[src/rtl/nsrc_pkg.sv]
`default_nettype none
package nsrc_pkg;

	localparam int MAX_SEEDS = 32;
	localparam int MAX_WIDTH = 1024;
	localparam int MAX_HEIGHT = 1024;
	localparam int PALETTE_SIZE = 7;
	localparam int NUM_PALETTE_REGS = 7;

	localparam int COORD_W = 10;
	localparam int SLOT_W = $clog2(MAX_SEEDS);
	localparam int CNT_W = 6;
	localparam int SQ_W = 2 * COORD_W;
	localparam int DIST_W = SQ_W + 1;
	localparam int PAL_W = 3;
	localparam int COLOR_W = 32;
	localparam int CFG_IDX_W = 3;
	localparam int CFG_DATA_W = 32;
	localparam int SEED_W = 2 * COORD_W;

	localparam logic [CFG_IDX_W-1:0] CFG_ACTIVE_SEEDS = 3'd0;
	localparam logic [CFG_IDX_W-1:0] CFG_PALETTE_BASE = 3'd1;

	localparam logic KIND_LOAD = 1'b0;
	localparam logic KIND_QUERY = 1'b1;

	localparam logic [CNT_W-1:0] ACTIVE_SEEDS_RESET = 6'd20;

	localparam logic [COLOR_W-1:0] PALETTE_RESET [NUM_PALETTE_REGS] = '{
		32'hFF3449FB, 32'hFF26BBB8, 32'hFF7CC08E, 32'hFF2FBDFA,
		32'hFF98A583, 32'hFF9B86D3, 32'hFF1980FE
	};

	typedef struct packed {
		logic                done;
		logic [SLOT_W-1:0]   index;
		logic [DIST_W-1:0]   sq_dist;
		logic [PAL_W-1:0]    pal;
	} result_t;

	function automatic logic [COORD_W-1:0] clamp_coord(input logic [COORD_W-1:0] v,
			input int limit);
		logic [31:0] wide;
		wide = 32'(v);
		if (wide >= 32'(limit)) begin
			clamp_coord = COORD_W'(limit - 1);
		end else begin
			clamp_coord = v;
		end
	endfunction

endpackage
`default_nettype wire

[src/rtl/nsrc_ram.sv]
`default_nettype none
module nsrc_ram #(
	parameter int WIDTH = 8,
	parameter int DEPTH = 32
) (
	input  wire logic                     clk,
	input  wire logic                     we,
	input  wire logic [$clog2(DEPTH)-1:0] waddr,
	input  wire logic [WIDTH-1:0]         wdata,
	input  wire logic                     re,
	input  wire logic [$clog2(DEPTH)-1:0] raddr,
	output      logic [WIDTH-1:0]         rdata
);

	logic [WIDTH-1:0] mem_q [DEPTH];

	always_ff @(posedge clk) begin
		if (we) begin
			mem_q[waddr] <= wdata;
		end
		if (re) begin
			rdata <= mem_q[raddr];
		end
	end

endmodule
`default_nettype wire

[src/rtl/nsrc_search.sv]
`default_nettype none
module nsrc_search (
	input  wire logic                          clk,
	input  wire logic                          arst_n,
	input  wire logic                          query,
	input  wire logic [nsrc_pkg::COORD_W-1:0]  px,
	input  wire logic [nsrc_pkg::COORD_W-1:0]  py,
	input  wire logic [nsrc_pkg::SLOT_W-1:0]   last_index,
	output      logic                          busy,
	output      logic                          rd_en,
	output      logic [nsrc_pkg::SLOT_W-1:0]   rd_addr,
	input  wire logic [nsrc_pkg::SEED_W-1:0]   rd_data,
	output      nsrc_pkg::result_t             result
);

	import nsrc_pkg::*;

	logic                busy_q;
	logic                issue_q;
	logic [SLOT_W-1:0]   idx_q;
	logic [PAL_W-1:0]    pal_q;
	logic [SLOT_W-1:0]   last_q;
	logic [COORD_W-1:0]  px_q;
	logic [COORD_W-1:0]  py_q;

	logic                v_s1;
	logic                last_s1;
	logic [SLOT_W-1:0]   idx_s1;
	logic [PAL_W-1:0]    pal_s1;

	logic                v_s2;
	logic                last_s2;
	logic [SLOT_W-1:0]   idx_s2;
	logic [PAL_W-1:0]    pal_s2;
	logic [DIST_W-1:0]   dist_s2;

	logic [SLOT_W-1:0]   best_idx_q;
	logic [PAL_W-1:0]    best_pal_q;
	logic [DIST_W-1:0]   best_dist_q;
	logic                res_done_q;

	logic [COORD_W-1:0]  seed_x;
	logic [COORD_W-1:0]  seed_y;
	logic [COORD_W-1:0]  dx;
	logic [COORD_W-1:0]  dy;
	logic [DIST_W-1:0]   seed_dist;
	logic                take;
	logic                issue_last;
	logic [SLOT_W-1:0]   new_idx;
	logic [PAL_W-1:0]    new_pal;
	logic [DIST_W-1:0]   new_dist;

	assign seed_x = rd_data[SEED_W-1:COORD_W];
	assign seed_y = rd_data[COORD_W-1:0];
	assign dx = (px_q >= seed_x) ? px_q - seed_x : seed_x - px_q;
	assign dy = (py_q >= seed_y) ? py_q - seed_y : seed_y - py_q;
	assign seed_dist = DIST_W'(SQ_W'(dx) * SQ_W'(dx)) + DIST_W'(SQ_W'(dy) * SQ_W'(dy));

	assign issue_last = (idx_q == last_q);
	assign rd_en = issue_q;
	assign rd_addr = idx_q;

	// lowest index wins on ties: strict less-than
	assign take = (idx_s2 == '0) || (dist_s2 < best_dist_q);
	assign new_idx = take ? idx_s2 : best_idx_q;
	assign new_pal = take ? pal_s2 : best_pal_q;
	assign new_dist = take ? dist_s2 : best_dist_q;

	always_ff @(posedge clk or negedge arst_n) begin
		if (!arst_n) begin
			busy_q <= 1'b0;
			issue_q <= 1'b0;
			v_s1 <= 1'b0;
			v_s2 <= 1'b0;
			res_done_q <= 1'b0;
		end else begin
			res_done_q <= 1'b0;
			if (query) begin
				busy_q <= 1'b1;
				issue_q <= 1'b1;
			end else if (issue_q && issue_last) begin
				issue_q <= 1'b0;
			end
			v_s1 <= issue_q;
			v_s2 <= v_s1;
			if (v_s2 && last_s2) begin
				busy_q <= 1'b0;
				res_done_q <= 1'b1;
			end
		end
	end

	always_ff @(posedge clk) begin
		if (query) begin
			idx_q <= '0;
			pal_q <= '0;
			last_q <= last_index;
			px_q <= px;
			py_q <= py;
		end else if (issue_q) begin
			idx_q <= idx_q + 1'b1;
			pal_q <= (pal_q == PAL_W'(PALETTE_SIZE - 1)) ? '0 : pal_q + 1'b1;
		end
		idx_s1 <= idx_q;
		pal_s1 <= pal_q;
		last_s1 <= issue_last;
		idx_s2 <= idx_s1;
		pal_s2 <= pal_s1;
		last_s2 <= last_s1;
		dist_s2 <= seed_dist;
		if (v_s2) begin
			best_idx_q <= new_idx;
			best_pal_q <= new_pal;
			best_dist_q <= new_dist;
		end
	end

	assign busy = busy_q;
	assign result = {res_done_q, best_idx_q, best_dist_q, best_pal_q};

endmodule
`default_nettype wire

[src/rtl/nearest_seed_region_color_unit.sv]
`default_nettype none
// Nearest-seed region lookup. A beat with kind 0 stores pos_x/pos_y into seed
// table entry seed_slot and gives no result. A beat with kind 1 searches seeds
// 0 .. active_seeds-1 (0 counts as 1, above 32 as 32) one entry per cycle
// through the seed table memory read port, then presents nearest_index,
// min_distance and region_color for one cycle with done high. A query holds
// busy after the start beat until its search ends, and its result appears in
// the cycle after busy falls; the receiver cannot stall, so a result must be
// taken in the cycle done is high. Every seed searched must have been loaded
// first. Write configuration only while busy is low.
module nearest_seed_region_color_unit (
	input  wire logic                             clk,
	input  wire logic                             arst_n,
	input  wire logic                             start,
	output      logic                             busy,
	input  wire logic                             kind,
	input  wire logic [nsrc_pkg::SLOT_W-1:0]      seed_slot,
	input  wire logic [nsrc_pkg::COORD_W-1:0]     pos_x,
	input  wire logic [nsrc_pkg::COORD_W-1:0]     pos_y,
	output      logic                             done,
	output      logic [nsrc_pkg::SLOT_W-1:0]      nearest_index,
	output      logic [nsrc_pkg::DIST_W-1:0]      min_distance,
	output      logic [nsrc_pkg::COLOR_W-1:0]     region_color,
	input  wire logic                             cfg_wr_en,
	input  wire logic [nsrc_pkg::CFG_IDX_W-1:0]   cfg_addr,
	input  wire logic [nsrc_pkg::CFG_DATA_W-1:0]  cfg_wdata
);

	import nsrc_pkg::*;

	logic [CNT_W-1:0]    active_seeds_q;
	logic [COLOR_W-1:0]  palette_q [NUM_PALETTE_REGS];

	logic                accept;
	logic                load;
	logic                query;
	logic [COORD_W-1:0]  cx;
	logic [COORD_W-1:0]  cy;
	logic [SLOT_W-1:0]   last_index;
	logic                rd_en;
	logic [SLOT_W-1:0]   rd_addr;
	logic [SEED_W-1:0]   rd_data;
	logic                search_busy;
	result_t             result;

	logic                done_q;
	logic [SLOT_W-1:0]   index_q;
	logic [DIST_W-1:0]   dist_q;
	logic [COLOR_W-1:0]  color_q;

	assign accept = start && !search_busy;
	assign load = accept && (kind == KIND_LOAD);
	assign query = accept && (kind == KIND_QUERY);
	assign cx = clamp_coord(pos_x, MAX_WIDTH);
	assign cy = clamp_coord(pos_y, MAX_HEIGHT);

	always_comb begin
		if (active_seeds_q == '0) begin
			last_index = '0;
		end else if (32'(active_seeds_q) >= 32'(MAX_SEEDS)) begin
			last_index = SLOT_W'(MAX_SEEDS - 1);
		end else begin
			last_index = SLOT_W'(active_seeds_q - 1'b1);
		end
	end

	always_ff @(posedge clk or negedge arst_n) begin
		if (!arst_n) begin
			active_seeds_q <= ACTIVE_SEEDS_RESET;
			for (int i = 0; i < NUM_PALETTE_REGS; i++) begin
				palette_q[i] <= PALETTE_RESET[i];
			end
		end else if (cfg_wr_en) begin
			if (cfg_addr == CFG_ACTIVE_SEEDS) begin
				active_seeds_q <= cfg_wdata[CNT_W-1:0];
			end else begin
				palette_q[cfg_addr - CFG_PALETTE_BASE] <= cfg_wdata[COLOR_W-1:0];
			end
		end
	end

	nsrc_ram #(
		.WIDTH(SEED_W),
		.DEPTH(MAX_SEEDS)
	) u_seed_ram (
		.clk   (clk),
		.we    (load),
		.waddr (seed_slot),
		.wdata ({cx, cy}),
		.re    (rd_en),
		.raddr (rd_addr),
		.rdata (rd_data)
	);

	nsrc_search u_search (
		.clk        (clk),
		.arst_n     (arst_n),
		.query      (query),
		.px         (cx),
		.py         (cy),
		.last_index (last_index),
		.busy       (search_busy),
		.rd_en      (rd_en),
		.rd_addr    (rd_addr),
		.rd_data    (rd_data),
		.result     (result)
	);

	always_ff @(posedge clk or negedge arst_n) begin
		if (!arst_n) begin
			done_q <= 1'b0;
		end else begin
			done_q <= result.done;
		end
	end

	// color lookup on the registered search result
	always_ff @(posedge clk) begin
		if (result.done) begin
			index_q <= result.index;
			dist_q <= result.sq_dist;
			color_q <= palette_q[result.pal];
		end
	end

	assign busy = search_busy;
	assign done = done_q;
	assign nearest_index = index_q;
	assign min_distance = dist_q;
	assign region_color = color_q;

endmodule
`default_nettype wire
[config.mk]
export PLATFORM = sky130hd
export DESIGN_NAME = nearest_seed_region_color_unit
export DESIGN_NICKNAME = d
export VERILOG_FILES = /design/src/rtl/nsrc_pkg.sv /design/src/rtl/nsrc_ram.sv /design/src/rtl/nsrc_search.sv /design/src/rtl/nearest_seed_region_color_unit.sv
export SDC_FILE = /design/constraint.sdc
export NUM_CORES = 2
export LEC_CHECK = 0
export BUFFER_PORTS_ARGS = -buffer_cell sky130_fd_sc_hd__clkbuf_2
export CAP_MARGIN = 20
export CORE_AREA = 10 10 310 342
export CTS_CLUSTER_DIAMETER = 200
export DETAILED_ROUTE_END_ITERATION = 8
export DIE_AREA = 0 0 320 352
export PLACE_DENSITY = 0.66
export SETUP_SLACK_MARGIN = 0.1
export SLEW_MARGIN = 25
export SYNTH_ARGS = -nofsm -noshare
export SYNTH_HDL_FRONTEND = slang
export SYNTH_SLANG_ARGS = --single-unit
[constraint.sdc]
create_clock -name clk -period 16.3 [get_ports clk]
set_clock_uncertainty 0.15 [all_clocks]
set_input_delay 1.63 -clock clk [delete_from_list [all_inputs] [get_ports clk]]
set_output_delay 1.63 -clock clk [all_outputs]
set_load 0.02 [all_outputs]
Word-level counts from Yosys, hierarchy flattened
Memory sizes are Yosys's and may differ from the RTL's. A register that Yosys moved wholly into a read port is not among the register bits.
Index checks and enable logic that the tools add are counted.
- register bits: 395
- memory bits (writable): 640
- output and inout port bits: 60
- word-level logic and storage cells: 90
- memories kept: 1
- memory list (name ; depth ; bits a word ; rd ports ; clocked after Yosys merged registers in ; write ports ; RTL line ; source):
    u_seed_ram.mem_q ; 32 ; 20 ; 1 ; 1 ; 1 ; nsrc_ram.sv:15 ; logic [WIDTH-1:0] mem_q [DEPTH];
- add/sub/neg operators: 9
- multiply operators: 2
- magnitude comparators: 7
- eq/ne operators: 2
- mux-type cells: 17
- bitwise operators: 4
- reduce and logical (&&, ||, !) cells: 16
- operator list (kind ; count):
    $bwmux W224 ; 1
    $bmux W32 S3 ; 1
    $demux W32 S3 ; 1
    $mux W32 ; 3
    $mul A10 B10 Y20 ; 2
    $sub A10 B10 Y10 ; 4
    $add A20 B20 Y21 ; 1
    $lt A21 B21 Y1 ; 1
    $ge A10 B10 Y1 ; 2
    $mux W10 ; 2
    $ge A4 B4 Y1 const B ; 2
    $not A3 Y4 ; 2
    $mux W1 ; 7
    $ge A6 B6 Y1 const B ; 1
    $logic_and A1 B1 Y1 ; 6
    $logic_not A6 Y1 ; 1
    $reduce_and A2 Y1 ; 3
    $add A5 B1 Y5 const B ; 1
    $eq A5 B5 Y1 ; 1
    $logic_not A5 Y1 ; 1
    $mux W5 ; 1
    $sub A5 B1 Y5 const B ; 1
    $lt A4 B1 Y1 const B ; 1
    $reduce_bool A2 Y1 ; 2
    8 further kinds ; 9

Depth between registers and ports, before layout
- depth after elaboration: 7
- depth in mapped cells: 35
- depth with buffers taken out: 33

Hierarchy
From an unflattened synthesis, not the netlist that was laid out.
- cell total of the unflattened synthesis: 3295
- area total of the unflattened synthesis: 49093.3 um2
- by module, submodules not included (module ; instances ; cells an instance ; area an instance (um2) ; seq. area each (um2)):
    nsrc_ram ; 1 ; 1414 ; 25753.4 ; 19819.0
    nearest_seed_region_color_unit ; 1 ; 837 ; 12628.4 ; 7704.9
    nsrc_search ; 1 ; 1044 ; 10711.5 ; 2687.6

Worst setup path before layout
Ideal clock, no wire load.
- path type: reg-to-reg
- start point: register u_search.py_q[0]
- end point: register u_search.dist_s2[18]
- library setup time: 72 ps
- data arrival time: 7638 ps
- data required time: 16078 ps
- setup slack: 8440 ps
- cell stages (with the launch flop): 30
- path buffers: 0
- path through: edfxtp_1 inv_1 ha_1 inv_1 fa_1 a21o_1 a21oi_1 a21oi_1 o21ai_4 mux2i_1 xor2_1 or2_1 inv_1 fa_1 fa_1 fa_1 fa_1 fa_1 fa_1 inv_1 fa_1 inv_1 ha_1 a21o_1 a21oi_1 o21ai_1 o31a_1 a21o_1 a221oi_2 xnor2_1
- word-level cells in the longest chain between the ends: 4
- RTL lines (item ; RTL line ; source):
    from (decl) ; nsrc_search.sv:24 ; logic [COORD_W-1:0] py_q;
    from (signal assigned) ; nsrc_search.sv:99 ; py_q <= py;
    $sub A10 B10 Y10 or $ge A10 B10 Y1 (tied branches) ; nsrc_search.sv:56 ; assign dy = (py_q >= seed_y) ? py_q - seed_y : seed_y - py_q;
    $mux W10 (*) ; nsrc_search.sv:56 ;
    $mul A10 B10 Y20 (*) ; nsrc_search.sv:57 ; assign seed_dist = DIST_W'(SQ_W'(dx) * SQ_W'(dx)) + DIST_W'(SQ_W'(dy) * SQ_W'(dy));
    $add A20 B20 Y21 (*) ; nsrc_search.sv:57 ;
    via u_search.seed_dist[18] ; nsrc_search.sv:46 ; logic [DIST_W-1:0] seed_dist;
    to (signal assigned) ; nsrc_search.sv:110 ; dist_s2 <= seed_dist;
    to (decl) ; nsrc_search.sv:35 ; logic [DIST_W-1:0] dist_s2;
Mark *: on every way through the listed nets, which the timed path passes. The rest lies on a longest branch.
A chain may end at the register's enable or synchronous reset.

Worst setup path in the final report
- start point: register u_search.px_q[0]
- end point: register u_search.dist_s2[15]
- word-level cells in the longest chain between the ends: 4
- RTL lines (item ; RTL line ; source):
    from (decl) ; nsrc_search.sv:23 ; logic [COORD_W-1:0] px_q;
    from (signal assigned) ; nsrc_search.sv:98 ; px_q <= px;
    $sub A10 B10 Y10 or $ge A10 B10 Y1 (tied branches) ; nsrc_search.sv:55 ; assign dx = (px_q >= seed_x) ? px_q - seed_x : seed_x - px_q;
    $mux W10 (*) ; nsrc_search.sv:55 ;
    $mul A10 B10 Y20 (*) ; nsrc_search.sv:57 ;
    $add A20 B20 Y21 (*) ; nsrc_search.sv:57 ;
    via u_search.seed_dist[15] ; nsrc_search.sv:46 ;
Marks and branches as above.

==> impl_table.tex <==
\begin{tabular}{lr}
\hline
Metric & Value \\
\hline
\multicolumn{2}{l}{\textbf{Outcome}} \\
Status & finished clean \\
\multicolumn{2}{l}{\textbf{CTS}} \\
Cts hold-fix bufs & 0 \\
Clock buffers created by TritonCTS & 104 \\
Setup repair bufs after CTS & 0 \\
Number of clock sinks & 1,055 \\
Maximum level of the CTS H-tree & 3 \\
Clock latency on the worst-skew pair & 690 ps \\
Clock Root Buffer & sky130\_fd\_sc\_hd\_\_clkbuf\_16 \\
Resized cells post-CTS & 0 \\
Clk buf depth & 3 \\
Clock-pin slew on the worst setup and hold paths & 60 ps \\
CTS tree & built \\
\multicolumn{2}{l}{\textbf{Synth}} \\
Number of nets produced by synthesis & 3,192 \\
Synthesized instance count & 2,846 \\
Number of synthesized flops with an enable pin & 772 \\
Synthesized area per cell & 16.9 um2 \\
Unique cell type count in the Yosys netlist & 69 \\
Cell Area, Synth & 48,100 um2 \\
Ys async rst share & 0.224 \\
Post-synthesis sequential area ratio & 0.628 \\
Count of synthesis-stage warnings from yosys & 0 \\
Main synth FF type & sky130\_fd\_sc\_hd\_\_edfxtp\_1 \\
Flip-flop and latch count after synthesis & 1,055 \\
\multicolumn{2}{l}{\textbf{Global routing}} \\
Global routing met3 resource utilization & 0.0328 \\
Global-route wire length before repair & 162,000 um \\
Antenna violations before repair & 4 \\
Via count of the first global-routing pass & about 27,000 \\
Layer carrying the most global-route usage & met2 \\
Overall global routing resource usage & 0.185 \\
Total congestion overflow after global routing & 0 \\
Met1 global-route usage & 0.224 \\
GR Layer Usage met2 & 0.335 \\
Largest net degree at the start of global routing & 87 \\
\multicolumn{2}{l}{\textbf{Layout}} \\
Number of fill cells & 7,722 \\
Share of cells above drive strength 1 & 0.328 \\
Sequential standard cell area & 30,200 um2 \\
Post-synthesis to final-layout area growth & 11.6\% \\
Number of nets at the end of the flow & around 3,300 \\
Total area of multi-input combinational cells & around 17,000 um2 \\
\multicolumn{2}{l}{\textbf{STA}} \\
RSZ-0062 raised after global routing & false \\
Slew at the pin closest to its max-slew limit & roughly 990 ps \\
Hold Fails Final Rpt & 0 \\
Setup total negative slack & 0 ps \\
Max frequency & 113 MHz \\
Number of setup violations in the final report & 0 \\
Rel. slew slack & 0.335 \\
Clock period minus worst slack & just under 9000 ps \\
Setup ws final & $\sim$7400 ps \\
Fin. max-slew vios & 0 \\
Portion of the clock cycle consumed by the worst path in the final layout & 0.543 \\
\multicolumn{2}{l}{\textbf{Route}} \\
Total via count after detailed routing & 24,500 \\
Routed vias/inst & 5.61 \\
Total Routed Length & 104,000 um \\
Count of TritonRoute iterations in the first routing pass & 7 \\
Average wire per standard cell & 23.7 um \\
Count of nets left with antenna violations after detail routing & 0 \\
DRC violations left & 0 \\
Drt initial violations & 1,673 \\
\multicolumn{2}{l}{\textbf{Critical path}} \\
Slowest stage cell on the critical path & sky130\_fd\_sc\_hd\_\_xor2\_1 \\
Kind of critical path & flip-flop to flip-flop \\
Launching element type of the critical path & flip-flop \\
Largest fanout of any net on the critical path & 14 \\
Crit path capture type & flip-flop \\
Arrival time at the worst endpoint & 9320 ps \\
Largest stage delay, worst path & approximately 750 ps \\
Most numerous cell on the critical path & sky130\_fd\_sc\_hd\_\_fa\_1 \\
Required time at the endpoint of the critical path & $\sim$17,000 ps \\
\multicolumn{2}{l}{\textbf{Die}} \\
Die ar. & 113,000 um2 \\
Number of I/O pins & 125 \\
Placeable core region & about 99,000 um2 \\
Horiz. Die Dim & between 300 and 400 um \\
Chip Height & 352 um \\
Site Rows & 121 \\
Starting Density & 0.488 \\
\multicolumn{2}{l}{\textbf{Job}} \\
Maxcap violations & 0 \\
\multicolumn{2}{l}{\textbf{Placement}} \\
Routability Congestion & 0.845 \\
Post-detail-place hpwl & between 60,000 and 70,000 um \\
Post-Place Setup Slack & 7450 ps \\
Port Buf Inserts & 124 \\
\multicolumn{2}{l}{\textbf{Min path}} \\
Hold/Removal Path Class & flip-flop to flip-flop \\
\hline
\end{tabular}
[cells by family after synthesis]
| kind of cell | share of synthesized area |
|---|---|
| simple gates | 0.0334 |
| compound gates | 0.0276 |
| flops | 0.628 |
| mux | 0.177 |
| xor+xnor | 0.00980 |
| fa+ha+maj | 0.0941 |
| buf+inv | 0.0299 |
[metrics by stage]
step	std cells	hold WS (ps)	util	cell area, um2
3_5_place_dp	4175	162	0.511	50400
2_1_floorplan	2846	160	-	48100
5_1_grt	4371	180	0.545	53700
6_report	4371	176	0.545	53700
3_3_place_gp	4174	162	0.511	50400
4_1_cts	4368	175	0.544	53600
[path summary, 6_finish.rpt]
kind / start / to / slack (ps) / cells after the start
worst max-delay path: u_search.px_q[0] / u_search.dist_s2[15] / 7440 / 28
worst min-delay path: u_search.idx_s1[4] / u_search.idx_s2[4] / 180 / 0
worst max register to register: u_search.px_q[0] / u_search.dist_s2[15] / 7440 / 28
worst min register to register: u_search.idx_s1[4] / u_search.idx_s2[4] / 180 / 0
max in group asynchronous: arst_n / palette_q[116] / 13840 / 2
min in group asynchronous: arst_n / palette_q[23] / 810 / 1
[state kept, by name, summed over array words and instances (netlist names), 3 cells and up]
name and count:
active_seeds_q 6, min_distance 21, nearest_index 5, palette_q 224, region_color 32, u_search.best_dist_q 21
u_search.best_idx_q 5, u_search.best_pal_q 3, u_search.dist_s2 21, u_search.idx_s1 5, u_search.idx_s2 5, u_search.last_q 5
u_search.pal_q 3, u_search.pal_s1 3, u_search.pal_s2 3, u_search.px_q 10, u_search.py_q 10, u_search.rd_addr 5
u_seed_ram.mem_q 640, u_seed_ram.rdata 20
[worst max-delay path, delay by kind of cell (launching register included)]
| kind | cells | cell delay [ps] |
|---|---|---|
| compound gates | 8 | 2020 |
| xor+xnor | 2 | 880 |
| fa+ha+maj | 10 | 4390 |
| buf+inv | 4 | 250 |
| flops | 1 | 390 |
| simple gates | 4 | 720 |
[layer usage]
layer | vias up | share of wire | wire, um
met4 | 2 | 0.023 | 2340
met2 | 560 | 0.53 | 55000
met3 | 152 | 0.052 | 5380
met5 | - | 0.00013 | 13
li1 | 10900 | - | -
met1 | 12900 | 0.39 | 40800
[layout by cell type, fill, tap and decap left out, types with 13 or more instances in the layout]
cell type | synthesis | layout
sky130_fd_sc_hd__xnor2_1 | 23 | 22
sky130_fd_sc_hd__clkbuf_16 | 0 | 105
sky130_fd_sc_hd__clkinv_2 | 0 | 18
sky130_fd_sc_hd__dfrtp_1 | 90 | 89
sky130_fd_sc_hd__mux4_2 | 232 | 232
sky130_fd_sc_hd__clkbuf_1 | 80 | 36
sky130_fd_sc_hd__buf_4 | 0 | 34
sky130_fd_sc_hd__mux2i_1 | 45 | 44
sky130_fd_sc_hd__a21o_1 | 27 | 27
sky130_fd_sc_hd__nand2b_1 | 23 | 23
sky130_fd_sc_hd__or2_2 | 17 | 17
sky130_fd_sc_hd__o21ai_0 | 29 | 29
sky130_fd_sc_hd__nor2_1 | 189 | 157
sky130_fd_sc_hd__a21oi_1 | 116 | 116
sky130_fd_sc_hd__nand2_1 | 26 | 26
sky130_fd_sc_hd__edfxtp_1 | 772 | 772
sky130_fd_sc_hd__fa_1 | 135 | 135
sky130_fd_sc_hd__inv_1 | 250 | 250
sky130_fd_sc_hd__mux2_2 | 250 | 250
sky130_fd_sc_hd__dfstp_2 | 146 | 146
sky130_fd_sc_hd__clkbuf_2 | 0 | 123
sky130_fd_sc_hd__nor2_4 | 1 | 28
sky130_fd_sc_hd__nor2b_1 | 14 | 13
sky130_fd_sc_hd__nand4_1 | 13 | 13
sky130_fd_sc_hd__clkinv_1 | 0 | 16
sky130_fd_sc_hd__dfxtp_1 | 47 | 43
sky130_fd_sc_hd__xor2_1 | 24 | 24
sky130_fd_sc_hd__ha_1 | 146 | 146
[cell usage after synthesis, drive strengths merged, types with 3 or more instances]
cell type	instances	area, um2
buf	42	201
nor3b	3	22.5
xor2	24	210
inv	250	938
nand4	14	93.8
and2	4	25.0
o21bai	11	82.6
nand3b	6	45.0
xnor2	26	262
or2	25	156
mux2i	45	450
a21oi	117	589
nand3	7	35.0
or3	4	25.0
dfxtp	47	941
o21a	7	52.6
dfstp	146	3840
o21ai	32	171
fa	135	2700
o31ai	3	22.5
nand2b	23	144
edfxtp	772	23200
clkbuf	80	300
nor3	12	60.1
mux4	232	5230
nand2	26	97.6
nor2	192	733
mux2	252	2850
a21o	27	203
dfrtp	90	2250
ha	146	1830
nor2b	14	87.6
a221oi	3	32.5
o211ai	5	37.5
[area by class of cell]
cell class,instances,share of cell area
clock inverter,43,0.00599
clock buffer,150,0.0538
multi-input combinational,1419,0.312
inverter,250,0.0175
sequential,1055,0.563
timing repair buffer,161,0.0176
tap,1291,0.0301
antenna,2,0.0000933
Power is left out: the tool's default activity adds up to more than one toggle a clock period on the data nets, which glitch-free logic cannot reach.
